==> config.mk <==
export PLATFORM = sky130hd
export DESIGN_NAME = encoder_speed_estimator_top
export DESIGN_NICKNAME = d
export VERILOG_FILES = /design/src/rtl/core/esp_pkg.sv /design/src/rtl/core/esp_divider.sv /design/src/rtl/core/encoder_speed_estimator_top.sv
export SDC_FILE = /design/constraint.sdc
export NUM_CORES = 2
export LEC_CHECK = 0
export ABC_AREA = 1
export BUFFER_PORTS_ARGS = -buffer_cell sky130_fd_sc_hd__buf_4
export CAP_MARGIN = 40
export CORE_ASPECT_RATIO = 1.75
export CORE_UTILIZATION = 55
export DETAILED_ROUTE_END_ITERATION = 7
export PLACE_DENSITY = 0.72
export SLEW_MARGIN = 10
export SYNTH_ARGS = -nofsm -noshare
export SYNTH_HDL_FRONTEND = slang
export SYNTH_HIERARCHICAL = 1
export SYNTH_SLANG_ARGS = --single-unit
==> constraint.sdc <==
create_clock -name clk -period 16.55 [get_ports clk]
set_input_delay 3.31 -clock clk [delete_from_list [all_inputs] [get_ports clk]]
set_output_delay 3.31 -clock clk [all_outputs]
set_load 0.01 [all_outputs]
==> src/rtl/core/esp_pkg.sv <==
// Package for the encoder speed estimator: widths, register codes, reset values, state type.
package esp_pkg;

    localparam int SCALE_W    = 28;
    localparam int LIMIT_W    = 11;
    localparam int WINDOW_W   = 16;
    localparam int THRESH_W   = 12;
    localparam int ACC_W      = 16;
    localparam int CNT_W      = 16;
    localparam int SPEED_W    = 32;
    localparam int CFG_IDX_W  = 2;
    localparam int CFG_DATA_W = 28;

    // divider: magnitude of accumulator times scale over the period count
    localparam int DIV_W          = ACC_W + SCALE_W;
    localparam int DIVISOR_W      = CNT_W;
    localparam int DIV_RADIX_BITS = 2;
    localparam int DIV_ITER       = DIV_W / DIV_RADIX_BITS;
    localparam int DIV_CNT_W      = $clog2(DIV_ITER);

    localparam logic [CFG_IDX_W-1:0] REG_SPEED_SCALE     = 2'd0;
    localparam logic [CFG_IDX_W-1:0] REG_SLOW_DIFF_LIMIT = 2'd1;
    localparam logic [CFG_IDX_W-1:0] REG_WINDOW_LENGTH   = 2'd2;
    localparam logic [CFG_IDX_W-1:0] REG_WRAP_THRESHOLD  = 2'd3;

    localparam logic [SCALE_W-1:0]  SCALE_RST  = 28'd409600;
    localparam logic [LIMIT_W-1:0]  LIMIT_RST  = 11'd150;
    localparam logic [WINDOW_W-1:0] WINDOW_RST = 16'd25;
    localparam logic [THRESH_W-1:0] THRESH_RST = 12'd1000;

    localparam logic [SPEED_W-1:0] SPEED_MAX = 32'h7FFF_FFFF;
    localparam logic [SPEED_W-1:0] SPEED_MIN = 32'h8000_0000;

    typedef enum logic [2:0] {
        ST_IDLE,
        ST_MUL,
        ST_DLOAD,
        ST_DIV,
        ST_SAT,
        ST_OUT
    } state_t;

endpackage

==> src/rtl/core/esp_divider.sv <==
// Iterative restoring divider, two quotient bits per cycle, unsigned.
module esp_divider (
    input  logic                           clk,
    input  logic                           rst_n,
    input  logic                           start,
    input  logic [esp_pkg::DIV_W-1:0]      dividend,
    input  logic [esp_pkg::DIVISOR_W-1:0]  divisor,
    output logic                           done,
    output logic [esp_pkg::DIV_W-1:0]      quotient
);
    import esp_pkg::*;

    logic [DIVISOR_W:0]   rem_reg, rem_next;
    logic [DIV_W-1:0]     quo_reg, quo_next;
    logic [DIVISOR_W-1:0] dvs_reg;
    logic [DIV_CNT_W-1:0] cnt_reg;
    logic                 busy_reg;
    logic                 done_reg;

    always_comb
    begin
        logic [DIVISOR_W:0] r;
        logic [DIV_W-1:0]   q;
        r = rem_reg;
        q = quo_reg;
        for (int k = 0; k < DIV_RADIX_BITS; k++)
        begin
            r = {r[DIVISOR_W-1:0], q[DIV_W-1]};
            q = {q[DIV_W-2:0], 1'b0};
            if (r >= {1'b0, dvs_reg})
            begin
                r    = r - {1'b0, dvs_reg};
                q[0] = 1'b1;
            end
        end
        rem_next = r;
        quo_next = q;
    end

    always_ff @(posedge clk or negedge rst_n)
    begin
        if (!rst_n)
        begin
            busy_reg <= 1'b0;
            done_reg <= 1'b0;
            cnt_reg  <= '0;
        end
        else if (start)
        begin
            busy_reg <= 1'b1;
            done_reg <= 1'b0;
            cnt_reg  <= '0;
        end
        else if (busy_reg)
        begin
            cnt_reg <= cnt_reg + 1'b1;
            if (cnt_reg == DIV_CNT_W'(DIV_ITER - 1))
            begin
                busy_reg <= 1'b0;
                done_reg <= 1'b1;
            end
        end
        else
        begin
            done_reg <= 1'b0;
        end
    end

    always_ff @(posedge clk)
    begin
        if (start)
        begin
            rem_reg <= '0;
            quo_reg <= dividend;
            dvs_reg <= divisor;
        end
        else if (busy_reg)
        begin
            rem_reg <= rem_next;
            quo_reg <= quo_next;
        end
    end

    assign done     = done_reg;
    assign quotient = quo_reg;

endmodule

==> src/rtl/core/encoder_speed_estimator_top.sv <==
// Encoder speed estimator top level: sequencer, state, shared multiplier and divider.
//
// One absolute position beat in per control period, one speed beat out per
// position. Input: position with in_valid/in_stall. Output: speed and updated
// with out_valid/out_stall. Configuration: cfg_write, cfg_index, cfg_data,
// to be written only while idle; the block itself does not enforce this.
// When the speed is held the input goes straight to ST_OUT; the high-speed
// method passes ST_MUL, ST_SAT and ST_OUT; when the low-speed window closes,
// ST_DLOAD and ST_DIV come between ST_MUL and ST_SAT. The shared divider
// resolves two quotient bits per cycle over 44 bits. One item is in flight at
// a time; in_stall is low only in the idle state. Without stalls the next
// position is taken at the edge that takes the result beat; no new position
// is taken before the block is through with the last one.
// The result sits in an output register; while the receiver stalls, the next
// position is still taken and processed, and the block waits with its new
// result until the register frees.
// Reset clears previous position, accumulator, period counter and held speed,
// loads the register defaults and empties the output register.
module encoder_speed_estimator_top #(
    parameter int POSITION_BITS = 12
) (
    input  logic                            clk,
    input  logic                            rst_n,
    input  logic                            in_valid,
    output logic                            in_stall,
    input  logic [POSITION_BITS-1:0]        position,
    output logic                            out_valid,
    input  logic                            out_stall,
    output logic signed [esp_pkg::SPEED_W-1:0] speed,
    output logic                            updated,
    input  logic                            cfg_write,
    input  logic [esp_pkg::CFG_IDX_W-1:0]   cfg_index,
    input  logic [esp_pkg::CFG_DATA_W-1:0]  cfg_data
);
    import esp_pkg::*;

    localparam int CMP_W  = (POSITION_BITS + 2 > 14) ? POSITION_BITS + 2 : 14;
    localparam int OP_W   = (POSITION_BITS + 1 > ACC_W) ? POSITION_BITS + 1 : ACC_W;
    localparam int PROD_W = OP_W + SCALE_W;
    localparam logic [CMP_W-1:0] TURN = {{(CMP_W-1){1'b0}}, 1'b1} << POSITION_BITS;
    localparam logic signed [PROD_W-1:0] PROD_HI = PROD_W'(64'sh7FFF_FFFF);
    localparam logic signed [PROD_W-1:0] PROD_LO = PROD_W'(-64'sh8000_0000);

    state_t state_reg, state_next;

    logic [SCALE_W-1:0]  scale_reg;
    logic [LIMIT_W-1:0]  limit_reg;
    logic [WINDOW_W-1:0] window_reg;
    logic [THRESH_W-1:0] thresh_reg;

    logic [POSITION_BITS-1:0] prev_reg;
    logic [ACC_W-1:0]         acc_reg;
    logic [CNT_W-1:0]         cnt_reg;
    logic signed [SPEED_W-1:0] held_reg;
    logic                     upd_reg;
    logic signed [OP_W-1:0]   op_reg;
    logic signed [PROD_W-1:0] prod_reg;
    logic [DIVISOR_W-1:0]     divisor_reg;
    logic                     div_mode_reg;

    logic                     out_valid_reg;
    logic signed [SPEED_W-1:0] out_speed_reg;
    logic                     out_updated_reg;

    logic                     in_accept;
    logic                     out_load;
    logic                     div_start;
    logic                     div_done;
    logic [DIV_W-1:0]         div_quotient;
    logic [DIV_W-1:0]         div_dividend;

    logic signed [CMP_W-1:0]  diff_w;
    logic signed [CMP_W-1:0]  thr_w;
    logic signed [CMP_W-1:0]  unw_w;
    logic signed [CMP_W-1:0]  mag_w;
    logic                     slow;
    logic [CNT_W-1:0]         cnt_inc;
    logic                     win_hit;
    logic [ACC_W-1:0]         acc_new;
    logic signed [OP_W+SCALE_W:0] mul_full;
    logic signed [PROD_W-1:0] prod_abs;
    logic signed [SPEED_W-1:0] sat_speed;

    // position difference, unwrap, method select
    always_comb
    begin
        diff_w = CMP_W'(prev_reg) - CMP_W'(position);
        thr_w  = CMP_W'(thresh_reg);
        if (diff_w > thr_w)
            unw_w = diff_w - TURN;
        else if (diff_w < -thr_w)
            unw_w = diff_w + TURN;
        else
            unw_w = diff_w;
        mag_w   = (unw_w < 0) ? -unw_w : unw_w;
        slow    = mag_w < CMP_W'(limit_reg);
        cnt_inc = cnt_reg + 1'b1;
        win_hit = cnt_inc > window_reg;
        acc_new = acc_reg + ACC_W'(unw_w);
    end

    assign mul_full     = op_reg * $signed({1'b0, scale_reg});
    assign prod_abs     = prod_reg[PROD_W-1] ? -prod_reg : prod_reg;
    assign div_dividend = prod_abs[DIV_W-1:0];

    always_comb
    begin
        if (div_mode_reg)
        begin
            if (!prod_reg[PROD_W-1])
                sat_speed = (div_quotient > DIV_W'(SPEED_MAX)) ? SPEED_MAX
                                                               : div_quotient[SPEED_W-1:0];
            else
                sat_speed = (div_quotient > DIV_W'(SPEED_MIN)) ? SPEED_MIN
                                                               : -div_quotient[SPEED_W-1:0];
        end
        else
        begin
            if (prod_reg > PROD_HI)
                sat_speed = SPEED_MAX;
            else if (prod_reg < PROD_LO)
                sat_speed = SPEED_MIN;
            else
                sat_speed = prod_reg[SPEED_W-1:0];
        end
    end

    // next state
    always_comb
    begin
        state_next = state_reg;
        case (state_reg)
            ST_IDLE:
            begin
                if (in_valid)
                    state_next = (slow && !win_hit) ? ST_OUT : ST_MUL;
            end
            ST_MUL:   state_next = div_mode_reg ? ST_DLOAD : ST_SAT;
            ST_DLOAD: state_next = ST_DIV;
            ST_DIV:
            begin
                if (div_done)
                    state_next = ST_SAT;
            end
            ST_SAT:   state_next = ST_OUT;
            ST_OUT:
            begin
                if (!out_valid_reg || !out_stall)
                    state_next = ST_IDLE;
            end
            default:  state_next = ST_IDLE;
        endcase
    end

    // sequencer outputs
    always_comb
    begin
        in_stall  = 1'b1;
        div_start = 1'b0;
        out_load  = 1'b0;
        case (state_reg)
            ST_IDLE:  in_stall  = 1'b0;
            ST_DLOAD: div_start = 1'b1;
            ST_OUT:   out_load  = !out_valid_reg || !out_stall;
            default:  in_stall  = 1'b1;
        endcase
    end

    assign in_accept = in_valid && !in_stall;

    always_ff @(posedge clk or negedge rst_n)
    begin
        if (!rst_n)
            state_reg <= ST_IDLE;
        else
            state_reg <= state_next;
    end

    always_ff @(posedge clk or negedge rst_n)
    begin
        if (!rst_n)
        begin
            scale_reg  <= SCALE_RST;
            limit_reg  <= LIMIT_RST;
            window_reg <= WINDOW_RST;
            thresh_reg <= THRESH_RST;
        end
        else if (cfg_write)
        begin
            case (cfg_index)
                REG_SPEED_SCALE:     scale_reg  <= cfg_data[SCALE_W-1:0];
                REG_SLOW_DIFF_LIMIT: limit_reg  <= cfg_data[LIMIT_W-1:0];
                REG_WINDOW_LENGTH:   window_reg <= cfg_data[WINDOW_W-1:0];
                REG_WRAP_THRESHOLD:  thresh_reg <= cfg_data[THRESH_W-1:0];
                default:             scale_reg  <= scale_reg;
            endcase
        end
    end

    always_ff @(posedge clk or negedge rst_n)
    begin
        if (!rst_n)
        begin
            prev_reg <= '0;
            acc_reg  <= '0;
            cnt_reg  <= '0;
            held_reg <= '0;
            upd_reg  <= 1'b0;
            div_mode_reg <= 1'b0;
        end
        else if (in_accept)
        begin
            prev_reg <= position;
            if (slow)
            begin
                if (win_hit)
                begin
                    acc_reg      <= '0;
                    cnt_reg      <= '0;
                    div_mode_reg <= 1'b1;
                end
                else
                begin
                    acc_reg <= acc_new;
                    cnt_reg <= cnt_inc;
                    upd_reg <= 1'b0;
                end
            end
            else
            begin
                acc_reg      <= '0;
                cnt_reg      <= cnt_inc;
                div_mode_reg <= 1'b0;
            end
        end
        else if (state_reg == ST_SAT)
        begin
            held_reg <= sat_speed;
            upd_reg  <= 1'b1;
        end
    end

    always_ff @(posedge clk)
    begin
        if (in_accept)
        begin
            op_reg      <= slow ? OP_W'($signed(acc_new)) : OP_W'(unw_w);
            divisor_reg <= cnt_inc;
        end
        if (state_reg == ST_MUL)
            prod_reg <= mul_full[PROD_W-1:0];
    end

    always_ff @(posedge clk or negedge rst_n)
    begin
        if (!rst_n)
            out_valid_reg <= 1'b0;
        else if (out_load)
            out_valid_reg <= 1'b1;
        else if (!out_stall)
            out_valid_reg <= 1'b0;
    end

    always_ff @(posedge clk)
    begin
        if (out_load)
        begin
            out_speed_reg   <= held_reg;
            out_updated_reg <= upd_reg;
        end
    end

    esp_divider u_divider (
        .clk      (clk),
        .rst_n    (rst_n),
        .start    (div_start),
        .dividend (div_dividend),
        .divisor  (divisor_reg),
        .done     (div_done),
        .quotient (div_quotient)
    );

    assign out_valid = out_valid_reg;
    assign speed     = out_speed_reg;
    assign updated   = out_updated_reg;

    a_done_in_div: assert property (@(posedge clk) disable iff (!rst_n)
        div_done |-> state_reg == ST_DIV)
        else $error("divider done outside divide state");

    a_divisor_nonzero: assert property (@(posedge clk) disable iff (!rst_n)
        state_reg == ST_DLOAD |-> divisor_reg != '0)
        else $error("divide started with zero period count");

    a_out_fill: assert property (@(posedge clk) disable iff (!rst_n)
        (state_reg == ST_OUT && !out_valid_reg) |=> (out_valid_reg && state_reg == ST_IDLE))
        else $error("result not moved to output register");

endmodule
==> impl_metrics.tcl <==
set metrics [dict create \
    status "complete, no violations" \
    avgSynthCellArea_um2 8.024 \
    r2r_slack_ns 9.13 \
    hold_path_class "reg2reg" \
    rsz0062_at_grt "no" \
    cts_hold_buf 0 \
    numClockSinks 341 \
    drc 0 \
    numCtsBuffers 34 \
    tightest_slew_ns 0.9051 \
    cp_slowest_cell "nand3_2" \
    io_pins 82 \
    setup.worst_path.start "position[0]" \
    n_fill_cell 5691 \
    setup_viol 0 \
    postCtsSetupBuffers 0 \
    clk_path_buf_depth 3 \
    gp_congestion 0.9355 \
    yosys.area.top_type_share_pct 20.68 \
    timing.slew.headroom_pct 39.66 \
    reg2reg_depth 25 \
    fin_nets 5070 \
    die-width_um 193.9 \
    grt_max_degree 90 \
    ctsResizeCount 0 \
    rows 122 \
    cts_tree "built" \
    cts_root_buffer "clkbuf_16" \
    fmax_ghz 0.1079 \
    synth_common_cells "1184 x nand2_1, 898 x inv_1, 366 x fa_1, 254 x ha_1, 188 x nor2_1" \
    antenna_found_initial 0 \
    regToRegEndpoint "prod_reg[40]" \
    drtAntennaViolNets 0 \
    seq_area_frac_synth_pct 26.30 \
    wl_um 89070 \
    timing_worst_setup_path_type "in2reg" \
    dr.pass1.iters 6 \
    multi_input_area_um2 22020 \
    synth_edf_count 169 \
    start_kind "input pin" \
    synth_cell_types 60 \
    grt_usage_pct 28.41 \
    clk_pin_slew_worst_paths_ns 0.06 \
    grt_pass1_vias 29564 \
    crit_path_max_incr_delay_ns 0.60 \
    gr-total-overflow 0 \
    synth_flop_cell "edfxtp_1" \
    portBuffers 81 \
    crit_buf_inv 6 \
    timing_hold_violations_final 0 \
    cp_data_required_time_ns 16.99 \
    htree_levels 2 \
    async_reset_ff_share_pct 45.75 \
    maxCapViolations 0 \
    hold_ws_ns 0.4183 \
    antenna_cells 0 \
    ys_warn_count 6 \
    first_iter_violations 1322 \
    r2r_start "op_reg[5]" \
    final_max_slew_viol_count 0 \
    coreArea_um2 63500 \
    via_count 28151 \
    endpoint "cnt_reg[1]" \
    viasPerCell 5.378 \
    initial_utilization_pct 55.80 \
    synth.most_common_cell "nand2_1" \
    path_delay_family "simple AND/OR/NAND/NOR gates" \
    fin_crit_ns 9.271 \
    synth_area_leaders "fa_1 21%, edfxtp_1 14%, nand2_1 13%" \
    synthCells 4416 \
    synth_fp_nets 5083 \
    final.setup.tns_ns 0 \
    critPathCaptureType "flip-flop" \
    cpMostUsedCell "nand2_1" \
    grt_pass1_wl_um 147000 \
    dieArea_um2 65480 \
    crit_fanout 34 \
    drive_gt1_share_pct 6.594 \
    skew_ns 0.02306 \
    hpwl_um 69700 \
    fp.dieH_um 337.8 \
    insertion_delay_ns 0.59 \
    area_delta_synth_final_pct 7.475 \
    routedWlPerCell_um 17.02 \
    period_share_pct 56.02 \
    cp.depth 38 \
    ff_latch_area_um2 9319 \
    syn-cell-area_um2 35430 \
    ys_ff_latch 341 \
    yosys.area.top_type "fa_1" \
    worstPathArrival_ns 9.71 \
]
-- metal layers --
metal	up-vias	GRT usage (%)	share of wire, %
met1	13436	29.58	36
li1	13602	-	-
met2	787	54.47	53
met4	0	18.12	6.7
met5	-	0	0
met3	326	2.713	4.0
-- cell type report --
cell class | instances | share of cell area (%)
inverters | 905 | 8.924
clock inverters | 19 | 0.7590
multi-input cells | 2993 | 57.83
flip-flops and latches | 341 | 24.47
well taps | 806 | 2.648
repair buffers | 128 | 2.835
clock buffers | 42 | 2.530
-- per-stage QoR --
| step | instance area (um^2) | worst slack (ns) | cells | util, % |
|---|---|---|---|---|
| after CTS | 38080 | 7.240 | 5234 | 59.97 |
| after floorplan | 35430 | 8.391 | 4416 | - |
| after detailed placement | 36830 | 6.625 | 5173 | 58.00 |
| final | 38080 | 7.279 | 5234 | 59.97 |
| after global routing | 38080 | 6.698 | 5234 | 59.97 |
| after global placement | 36620 | 6.789 | 5160 | 57.66 |
-- layout by cell type, fill, tap and decap left out, types with 116 or more instances in the layout --
master	instances
edfxtp_1	169
buf_4	116
inv_1	896
xor2_1	122
o21ai_0	160
ha_1	254
nor2_1	187
nand3_1	140
a21oi_1	139
fa_1	366
dfrtp_1	140
nand2_1	1183
-- kinds of logic (layout without fill, tap and decap cells) --
kind of cell	after synthesis	after routing	share of synthesized area, %
compound gates	449	449	7.091
simple gates	1733	1733	20.50
flops	341	341	26.30
mux	12	12	0.3814
buf+inv	1082	1094	11.63
fa+ha+maj	620	620	29.65
xor+xnor	179	179	4.446
-- worst min-delay path by stage --
stage	startpoint	to	slack, ns	cells past startpoint
2_1_floorplan	divisor_reg[0]	u_divider/dvs_reg[0]	0.40	0
3_3_place_gp	divisor_reg[8]	u_divider/dvs_reg[8]	0.40	0
3_5_place_dp	divisor_reg[14]	u_divider/dvs_reg[14]	0.41	0
4_1_cts	divisor_reg[12]	u_divider/dvs_reg[12]	0.42	0
5_1_grt	divisor_reg[13]	u_divider/dvs_reg[13]	0.42	0
6_report	divisor_reg[12]	u_divider/dvs_reg[12]	0.42	0
Power is not shown: default switching activity piles up to over one toggle a cycle in this logic, so the estimate is an artifact.
